`src/sv/pfd_pkg.sv`:
```
package pfd_pkg;

  localparam int DEFAULT_DEPTH      = 16;
  localparam int DEFAULT_ITEM_WIDTH = 16;
  localparam int MAX_RESULTS        = 16;
  localparam int DRAIN_CW           = $clog2(MAX_RESULTS);

  localparam int OPCODE_W   = 2;
  localparam int PAYLOAD_W  = 16;
  localparam int POSITION_W = 5;
  localparam int ITEM_W     = 16;
  localparam int STATUS_W   = 2;
  localparam int OCC_W      = 5;

  typedef enum logic [OPCODE_W-1:0] {
    OP_ADD    = 2'd0,
    OP_REMOVE = 2'd1,
    OP_POP    = 2'd2,
    OP_DRAIN  = 2'd3
  } op_t;

  typedef enum logic [STATUS_W-1:0] {
    ST_OK      = 2'd0,
    ST_EMPTY   = 2'd1,
    ST_BAD_POS = 2'd2,
    ST_FULL    = 2'd3
  } status_t;

  // what a slot cell does on the next edge
  typedef enum logic [1:0] {
    CELL_HOLD       = 2'd0,
    CELL_LOAD       = 2'd1,
    CELL_FROM_LEFT  = 2'd2,
    CELL_FROM_RIGHT = 2'd3
  } cell_cmd_t;

endpackage

```
`src/sv/pfd_cell.sv`:
```
module pfd_cell #(
  parameter int ITEM_WIDTH = pfd_pkg::DEFAULT_ITEM_WIDTH
) (
  input  logic                  clk,
  input  pfd_pkg::cell_cmd_t    cmd,
  input  logic [ITEM_WIDTH-1:0] load_data,
  input  logic [ITEM_WIDTH-1:0] left_data,
  input  logic [ITEM_WIDTH-1:0] right_data,
  output logic [ITEM_WIDTH-1:0] data
);

  always_ff @(posedge clk) begin
    case (cmd)
      pfd_pkg::CELL_LOAD:       data <= load_data;
      pfd_pkg::CELL_FROM_LEFT:  data <= left_data;
      pfd_pkg::CELL_FROM_RIGHT: data <= right_data;
      default:                  data <= data;
    endcase
  end

endmodule

```
`src/sv/priority_front_deque.sv`:
```
// Bounded deque of handles held in a row of slot cells, head in cell 0. Add, remove and
// pop each give a single result word (last high): start is taken whenever busy is low,
// and the word appears on the cycle after the start, marked by done. A drain of N held
// entries gives min(N, 16) result words, one cell shift per cycle, one result word per cycle
// starting the cycle after the start; busy is high while every drain word after the first
// is formed, through the cycle that forms the last word, and drops as that word appears
// on the outputs, so a new start can be taken in that cycle. An empty drain gives a single
// word. The receiver cannot stall: each word is valid on item/status/occupancy/last in the
// cycle in which done is high for it.
module priority_front_deque #(
  parameter int DEPTH      = pfd_pkg::DEFAULT_DEPTH,
  parameter int ITEM_WIDTH = pfd_pkg::DEFAULT_ITEM_WIDTH
) (
  input  logic                             clk,
  input  logic                             rst,
  input  logic                             start,
  output logic                             busy,
  input  logic [pfd_pkg::OPCODE_W-1:0]     opcode,
  input  logic [pfd_pkg::PAYLOAD_W-1:0]    payload,
  input  logic                             high_priority,
  input  logic [pfd_pkg::POSITION_W-1:0]   position,
  output logic                             done,
  output logic [pfd_pkg::ITEM_W-1:0]       item,
  output logic [pfd_pkg::STATUS_W-1:0]     status,
  output logic [pfd_pkg::OCC_W-1:0]        occupancy,
  output logic                             last
);

  localparam int CW = $clog2(DEPTH + 1);
  localparam int IW = $clog2(DEPTH);
  localparam int PW = 8;

  logic [CW-1:0]                  count;
  logic [CW-1:0]                  count_next;
  logic                           draining;
  logic [pfd_pkg::DRAIN_CW-1:0]   drain_cnt;
  logic [pfd_pkg::DRAIN_CW-1:0]   drain_cnt_next;

  logic [ITEM_WIDTH-1:0]          slot [DEPTH];
  logic [ITEM_WIDTH-1:0]          load_word;
  logic [ITEM_WIDTH-1:0]          taken;

  logic                           accept;
  logic                           empty;
  logic                           full;
  logic [PW-1:0]                  pos_w;
  logic [PW-1:0]                  cnt_w;

  logic                           ins_head;
  logic                           ins_tail;
  logic                           take;
  logic                           drain_step;
  logic                           emit;
  logic [IW-1:0]                  idx;
  pfd_pkg::status_t               res_status;
  logic                           res_last;

  assign accept    = start && !draining;
  assign busy      = draining;
  assign empty     = (count == '0);
  assign full      = (count == CW'(DEPTH));
  assign pos_w     = PW'(position);
  assign cnt_w     = PW'(count);
  assign load_word = ITEM_WIDTH'(payload);

  always_comb begin
    ins_head   = 1'b0;
    ins_tail   = 1'b0;
    take       = 1'b0;
    drain_step = 1'b0;
    emit       = 1'b0;
    idx        = '0;
    res_status = pfd_pkg::ST_OK;
    res_last   = 1'b1;
    if (draining) begin
      emit       = 1'b1;
      take       = 1'b1;
      drain_step = 1'b1;
      res_last   = (count == CW'(1)) ||
                   (drain_cnt == pfd_pkg::DRAIN_CW'(pfd_pkg::MAX_RESULTS - 1));
    end else if (accept) begin
      emit = 1'b1;
      case (pfd_pkg::op_t'(opcode))
        pfd_pkg::OP_ADD: begin
          if (full) begin
            res_status = pfd_pkg::ST_FULL;
          end else if (high_priority) begin
            ins_head = 1'b1;
          end else begin
            ins_tail = 1'b1;
          end
        end
        pfd_pkg::OP_REMOVE: begin
          if (empty) begin
            res_status = pfd_pkg::ST_EMPTY;
          end else if (pos_w == '0 || pos_w > cnt_w) begin
            res_status = pfd_pkg::ST_BAD_POS;
          end else begin
            take = 1'b1;
            idx  = IW'(pos_w - PW'(1));
          end
        end
        pfd_pkg::OP_POP: begin
          if (empty) begin
            res_status = pfd_pkg::ST_EMPTY;
          end else begin
            take = 1'b1;
          end
        end
        pfd_pkg::OP_DRAIN: begin
          if (empty) begin
            res_status = pfd_pkg::ST_EMPTY;
          end else begin
            take       = 1'b1;
            drain_step = 1'b1;
            res_last   = (count == CW'(1));
          end
        end
        default: ;
      endcase
    end
  end

  // word leaving the chain at the take index
  always_comb begin
    taken = '0;
    for (int i = 0; i < DEPTH; i++) begin
      if (IW'(i) == idx) taken = taken | slot[i];
    end
  end

  always_comb begin
    count_next = count;
    if (ins_head || ins_tail) count_next = count + CW'(1);
    else if (take)            count_next = count - CW'(1);
  end

  always_comb begin
    drain_cnt_next = '0;
    if (drain_step && !res_last) begin
      drain_cnt_next = draining ? drain_cnt + pfd_pkg::DRAIN_CW'(1)
                                : pfd_pkg::DRAIN_CW'(1);
    end
  end

  for (genvar g = 0; g < DEPTH; g++) begin : g_cell
    pfd_pkg::cell_cmd_t    cmd;
    logic [ITEM_WIDTH-1:0] left_data;
    logic [ITEM_WIDTH-1:0] right_data;

    always_comb begin
      cmd = pfd_pkg::CELL_HOLD;
      if (ins_head) begin
        cmd = (g == 0) ? pfd_pkg::CELL_LOAD : pfd_pkg::CELL_FROM_LEFT;
      end else if (ins_tail && count == CW'(g)) begin
        cmd = pfd_pkg::CELL_LOAD;
      end else if (take && IW'(g) >= idx) begin
        cmd = pfd_pkg::CELL_FROM_RIGHT;
      end
    end

    if (g == 0) begin : g_head
      assign left_data = slot[g];
    end else begin : g_mid
      assign left_data = slot[g-1];
    end

    if (g == DEPTH - 1) begin : g_tail
      assign right_data = slot[g];
    end else begin : g_body
      assign right_data = slot[g+1];
    end

    pfd_cell #(
      .ITEM_WIDTH(ITEM_WIDTH)
    ) u_cell (
      .clk       (clk),
      .cmd       (cmd),
      .load_data (load_word),
      .left_data (left_data),
      .right_data(right_data),
      .data      (slot[g])
    );
  end

  always_ff @(posedge clk) begin
    if (rst) begin
      count     <= '0;
      draining  <= 1'b0;
      drain_cnt <= '0;
      done      <= 1'b0;
    end else begin
      count     <= count_next;
      draining  <= drain_step && !res_last;
      drain_cnt <= drain_cnt_next;
      done      <= emit;
    end
  end

  always_ff @(posedge clk) begin
    if (emit) begin
      item      <= take ? pfd_pkg::ITEM_W'(taken) : '0;
      status    <= res_status;
      occupancy <= pfd_pkg::OCC_W'(count_next);
      last      <= res_last;
    end
  end

  a_count_bound: assert property (@(posedge clk) disable iff (rst)
    count <= CW'(DEPTH))
    else $error("entry count above depth");

  a_drain_contiguous: assert property (@(posedge clk) disable iff (rst)
    done && !last |=> done)
    else $error("gap inside a drain burst");

  a_busy_ends_on_last: assert property (@(posedge clk) disable iff (rst)
    !$past(rst) && $fell(busy) |-> done && last)
    else $error("drain ended without a last word");

  a_full_refusal: assert property (@(posedge clk) disable iff (rst)
    done && status == pfd_pkg::ST_FULL |-> occupancy == pfd_pkg::OCC_W'(DEPTH))
    else $error("full refusal while not full");

endmodule
```
`config.mk`:
```
export PLATFORM = sky130hd
export DESIGN_NAME = priority_front_deque
export DESIGN_NICKNAME = d
export VERILOG_FILES = /design/src/sv/pfd_pkg.sv /design/src/sv/pfd_cell.sv /design/src/sv/priority_front_deque.sv
export SDC_FILE = /design/constraint.sdc
export NUM_CORES = 1
export LEC_CHECK = 0
export ABC_AREA = 1
export BUFFER_PORTS_ARGS = -buffer_cell sky130_fd_sc_hd__buf_2
export CAP_MARGIN = 20
export CORE_MARGIN = 4
export CORE_UTILIZATION = 43
export CTS_CLUSTER_DIAMETER = 100
export CTS_CLUSTER_SIZE = 16
export DETAILED_ROUTE_END_ITERATION = 8
export GPL_TIMING_DRIVEN = 1
export SYNTH_ARGS = -nofsm -noshare
export SYNTH_HDL_FRONTEND = slang
export SYNTH_SLANG_ARGS = --single-unit
```
`constraint.sdc`:
```
create_clock -name clk -period 3.7 [get_ports clk]
set_input_delay 0.74 -clock clk [delete_from_list [all_inputs] [get_ports clk]]
set_output_delay 0.74 -clock clk [all_outputs]
set_load 0.01 [all_outputs]
```
Word-level counts from Yosys, hierarchy flattened
Index checks and enable logic that the tools add are counted.
- bits in registers: 291
- add/subtract/negate cells: 4
- magnitude comparators: 17
- equality and inequality tests: 81
- muxes and demuxes: 118
- bitwise gates (word level): 18
- reductions and logical operators: 63
- operator list (operator ; number):
    $pmux 16 s3 ; 14
    $mux 16 ; 16
    $or 16x16->16 ; 15
    $mux 2 ; 51
    $eq 2x2->1 const B ; 32
    $pmux 16 s2 ; 2
    $reduce_bool 3->1 ; 14
    $eq 5x4->1 const B ; 8
    $eq 2x1->1 const B ; 17
    $logic_and 1x1->1 ; 34
    $eq 4x4->1 const A ; 8
    $ge 4x4->1 const A ; 8
    $mux 1 ; 26
    $eq 5x3->1 const B ; 4
    $mux 4 ; 5
    $eq 3x4->1 const A ; 4
    $ge 3x4->1 const A ; 4
    $eq 5x2->1 const B ; 2
    $mux 5 ; 2
    $eq 2x4->1 const A ; 2
    $ge 1x4->1 const A ; 2
    $ge 2x4->1 const A ; 2
    $logic_not 8->1 ; 1
    $pmux 2 s3 ; 1
    19 further kinds ; 27

Depth between registers and ports, before layout
- word-level depth: 39
- depth in mapped cells: 18
- mapped depth without buffers: 16

Hierarchy
Synthesis repeated with hierarchy kept, for this count alone.
- cells, all modules: 2269
- area, all modules: 18662.9 um2
- by module, submodules not included (module ; times used ; cells an instance ; area an instance (um2) ; sequential area each (um2)):
    pfd_cell ; 16 ; 91 ; 878.3 ; 480.5
    priority_front_deque ; 1 ; 813 ; 4609.4 ; 940.9

Worst setup path before layout
Ideal clock, no wire load.
- path type: in2reg
- from: input port position[4] (netlist bit)
- to: register g_cell[11].u_cell.data[0] (enable)
- arrival: 2.880 ns
- required time: 3.289 ns
- setup slack: 0.408 ns
- stages: 13
- buffers on the path: 1
- cells stage by stage: ha_1 > nand2_1 > nor2_1 > nand2_1 > nand3_1 > nand2_1 > nand3_2 > nand2_1 > nand2_2 > nor2_2 > clkbuf_1 > nor2_1 > o21ai_0
- cells in the longest elaborated chain, start to end: 14
- elaborated cells on any way between the ends: 22
- classes of those cells: order compare (2); eq/ne (3); mux (13); reduce/logical (4)
- RTL lines (element ; line ; text):
    from (decl) ; priority_front_deque.sv:21 ; input logic [pfd_pkg::POSITION_W-1:0] position,
    $gt 5x5->1 or $logic_not 8->1 (tied branches) ; priority_front_deque.sv:96 ; end else if (pos_w == '0 || pos_w > cnt_w) begin
    $logic_or 1x1->1 * ; priority_front_deque.sv:96 ;
    $mux 4 ; priority_front_deque.sv:96 ;
    $mux 4 ; priority_front_deque.sv:94 ; if (empty) begin
    $mux 4 ; priority_front_deque.sv:83 ; case (pfd_pkg::op_t'(opcode))
    $mux 4 ; priority_front_deque.sv:81 ; end else if (accept) begin
    $mux 4 ; priority_front_deque.sv:75 ; if (draining) begin
    $ge 4x4->1 ; priority_front_deque.sv:157 ; end else if (take && IW'(g) >= idx) begin
    $logic_and 1x1->1 * ; priority_front_deque.sv:157 ;
    $mux 2 * ; priority_front_deque.sv:157 ;
    $mux 2 * ; priority_front_deque.sv:155 ; end else if (ins_tail && count == CW'(g)) begin
    $mux 2 * ; priority_front_deque.sv:153 ; if (ins_head) begin
    $eq 2x1->1 or $eq 2x2->1 (tied branches) ; pfd_cell.sv:13 ; case (cmd)
    $reduce_bool 3->1 (no line) * ; -- ;
    to (signal assigned) ; pfd_cell.sv:14 ; pfd_pkg::CELL_LOAD: data <= load_data;
    to (signal assigned) ; pfd_cell.sv:15 ; pfd_pkg::CELL_FROM_LEFT: data <= left_data;
    to (signal assigned) ; pfd_cell.sv:16 ; pfd_pkg::CELL_FROM_RIGHT: data <= right_data;
    to (decl) ; pfd_cell.sv:9 ; output logic [ITEM_WIDTH-1:0] data
Mark *: on every way between the ends. The rest lies on a longest branch, timed or not.
A chain may end at the register's enable or synchronous reset.

Worst setup path in the final report
- from: register count[4]
- to: register item[12] (netlist bit) (data pin)
- cells in the longest elaborated chain, start to end: 39
- elaborated cells on any way between the ends: 61
- classes of those cells: order compare (1); eq/ne (15); mux (27); bitwise (15); reduce/logical (3)
- RTL lines (element ; line ; text):
    from (decl) ; priority_front_deque.sv:33 ; logic [CW-1:0] count;
    from (signal assigned) ; priority_front_deque.sv:193 ; count <= count_next;
    $gt 5x5->1 ; priority_front_deque.sv:96 ;
    $logic_or 1x1->1 ; priority_front_deque.sv:96 ;
    $mux 4 ; priority_front_deque.sv:96 ;
    $mux 4 ; priority_front_deque.sv:94 ;
    $mux 4 ; priority_front_deque.sv:83 ;
    $mux 4 ; priority_front_deque.sv:81 ;
    $mux 4 ; priority_front_deque.sv:75 ;
    $logic_not 4->1 ; priority_front_deque.sv:128 ; if (IW'(i) == idx) taken = taken | slot[i];
    [... 23 more ...] ; -- ;
    $or 16x16->16 ; priority_front_deque.sv:128 ;
    $mux 16 ; priority_front_deque.sv:128 ;
    $or 16x16->16 ; priority_front_deque.sv:128 ;
    $mux 16 ; priority_front_deque.sv:128 ;
    $or 16x16->16 ; priority_front_deque.sv:128 ;
    $mux 16 ; priority_front_deque.sv:128 ;
    $or 16x16->16 ; priority_front_deque.sv:128 ;
    $mux 16 ; priority_front_deque.sv:128 ;
    to (signal assigned) ; priority_front_deque.sv:202 ; item <= take ? pfd_pkg::ITEM_W'(taken) : '0;
    to (decl) ; priority_front_deque.sv:23 ; output logic [pfd_pkg::ITEM_W-1:0] item,
Parallel ways exist; a longest one is shown, timed or not.

==> results.json <==
{
  "critPathLaunchType": "flop",
  "power_w": 0.01368,
  "ctsResizeCount": 0,
  "slew_viol_final": 0,
  "dpl.hpwl_mm": 39.15,
  "status": "completed",
  "synth.most_common_cell": "nand2_1",
  "wl_per_cell_um": 23.25,
  "postCtsHoldBufs": 0,
  "fin_crit_sh_pct": 91.04,
  "drtIter0Drc": 2113,
  "grt_max_degree": 163,
  "setup_violations": 0,
  "via_per_inst": 5.995,
  "fmax_mhz": 296.9,
  "synth_area_leader_cell": "edfxtp_1",
  "slew-limit-headroom_pct": 26.09,
  "cp.arrival_ns": 3.74,
  "crit_slowest_cell": "nor2_4",
  "antenna_left": 0,
  "period_needed_ns": 3.368,
  "synth_area_leaders": "edfxtp_1 51%, nand2_1 10%, nand3_1 9.2%",
  "synth-edff-count": 280,
  "path_cells": "inv_2 > ha_1 > nand2_1 > nor2_1 > nand2_1 > nand2_1 > buf_4 > nand4_2 > nor2_4 > buf_4 > nand3_1 > nand2_1 > nor2_1 > nand2_1 > nor2_1 > nor2_1",
  "placed_area_um2": 17640,
  "die_area_um2": 41300,
  "die_w_um": 203.2,
  "ys_ff_latch": 291,
  "ys_seq_area_share_pct": 52.65,
  "fin_skew_ns": 0.02026,
  "clk_pin_slew_ns": 0.07,
  "synth.avg_cell_area_um2": 8.854,
  "synth_cell_types": 39,
  "worstMarginPinSlew_ns": 1.109,
  "syn-cell-area_um2": 16390,
  "yosysWarnings": 0,
  "synth_common_cells": "453 x nand2_1, 301 x nand3_1, 280 x edfxtp_1, 124 x nor2_1, 118 x inv_1",
  "cts_sinks": 291,
  "dr.pass1.iters": 5,
  "io_pins": 53,
  "gp_congestion": 0.9328,
  "antenna_found_initial": 3,
  "io_buffers": 52,
  "finalInstanceArea_um2": 18270,
  "die_h_um": 203.2,
  "syn_nets": 1891,
  "critical_path.max_stage_delay_ns": 0.59,
  "cp.required_ns": 4.08,
  "path_max_fanout": 22,
  "clk_path_buf_depth": 3,
  "ys.flop_type": "edfxtp_1",
  "rsz0062_at_grt": "no",
  "start_util_pct": 43.51,
  "end_kind": "flop",
  "tns_ns": 0,
  "vias": 14390,
  "p_leak_nw": 7.173,
  "grt_pass1_wl_mm": 83.33,
  "htreeDepth": 1,
  "grt-ovfl-total": 0,
  "async_flop_share_pct": 0,
  "synth_top_area_share_pct": 51.31,
  "core_um2": 37670,
  "min_path_type": "in -> reg",
  "cts_tree": "yes",
  "drive_gt1_share_pct": 11.82,
  "path_class": "reg -> reg",
  "fillCellCount": 3606,
  "peakVddDrop_mv": 0.4498,
  "nets": 1919,
  "root_buffer": "clkbuf_16",
  "track_usage_pct": 26.11,
  "syn_to_final_growth_pct": 11.48,
  "drc": 0,
  "netlist_instances": 1851,
  "rows": 71,
  "postCtsSetupRepairBufs": 0,
  "clk_latency_ns": 0.54,
  "routed_wl_mm": 55.83,
  "hold_violations": 0,
  "numCtsBuffers": 22,
  "grt_pass1_vias": 12830,
  "crit_top_cell": "nand2_1",
  "cellPowerDensity_nw_per_um2": 748.8,
  "maxCapViolCount": 0
}
[power by group]
part,total (W),switching [W],leakage (nW),internal [W]
Sequential,0.00643,0.000908,2.72,0.00552
Clock,0.00233,0.00120,0.299,0.00113
Combinational,0.00492,0.00340,4.15,0.00152
[sequential cells by signal (all words and copies together), names as in the netlist]
signal / flops
drain_cnt: 4
status: 2
g_cell.u_cell.data: 256
done: 1
occupancy: 5
item: 16
busy: 1
last: 1
count: 5
[cell families after synthesis]
family / share of synthesized area, %
adders and majority gates: 0.9925
DFF: 52.65
and+or+nand+nor: 24.00
buffers and inverters: 6.703
xor gates and xnor gates: 0.2672
AOI/OAI and AO/OA: 15.38
[cells in the final DEF, fill, tap and decap left out, types with 52 or more instances in the layout]
cell | Yosys | final
nand2_1 | 453 | 453
a22oi_1 | 89 | 89
buf_2 | 71 | 52
nor2_1 | 124 | 118
nand3_1 | 301 | 301
inv_1 | 118 | 118
o21ai_0 | 78 | 77
edfxtp_1 | 280 | 280
buf_4 | 3 | 69
o211ai_1 | 97 | 97
[per-stage QoR]
step / util (%) / instances / hold WS (ns) / setup slack [ns]
2_1_floorplan: - / 1851 / 0.4465 / 0.4084
3_3_place_gp: 46.84 / 2366 / 0.4729 / 0.1612
3_5_place_dp: 46.84 / 2366 / 0.5007 / 0.1732
4_1_cts: 48.48 / 2397 / 0.4935 / 0.3649
5_1_grt: 48.49 / 2399 / 0.5180 / 0.1454
6_report: 48.51 / 2401 / 0.5006 / 0.3315
[layer usage]
| layer | GRT usage (%) | part of all wire (%) |
|---|---|---|
| met1 | 41.12 | 44 |
| met2 | 36.89 | 41 |
| met3 | 5.470 | 12 |
| met4 | 5.999 | 2.4 |
| met5 | 0 | 0.023 |
[critical path, delay by kind of cell (launching register included)]
kind / cells / cell delay, ns
adder cells (fa/ha/maj): 1 / 0.32
buffers and inverters: 3 / 0.68
AND/OR/NAND/NOR: 12 / 1.73
flip-flops: 1 / 0.45
[worst paths after layout]
path | slack, ns | startpoint | cells past startpoint | end
max reg2reg | 0.33 | count[4] | 16 | item[12]
max | 0.33 | count[4] | 16 | item[12]
min reg2reg | 0.51 | drain_cnt[0] | 1 | drain_cnt[0]
min | 0.50 | payload[7] | 3 | g_cell[0].u_cell.data[7]
[final cells by class]
class / count / area [µm²] / share of cell area, %
Sequential cell: 291 / 8628 / 47.23
Inverter: 134 / 505.5 / 2.767
Antenna cell: 4 / 10.01 / 0.05479
Tap cell: 511 / 639.4 / 3.500
Timing Repair Buffer: 136 / 1079 / 5.903
Clock buffer: 29 / 598.1 / 3.274
Multi-Input combinational cell: 1294 / 6790 / 37.17
Clock inverter: 2 / 20.02 / 0.1096
Power figures use the tool's default switching activity.
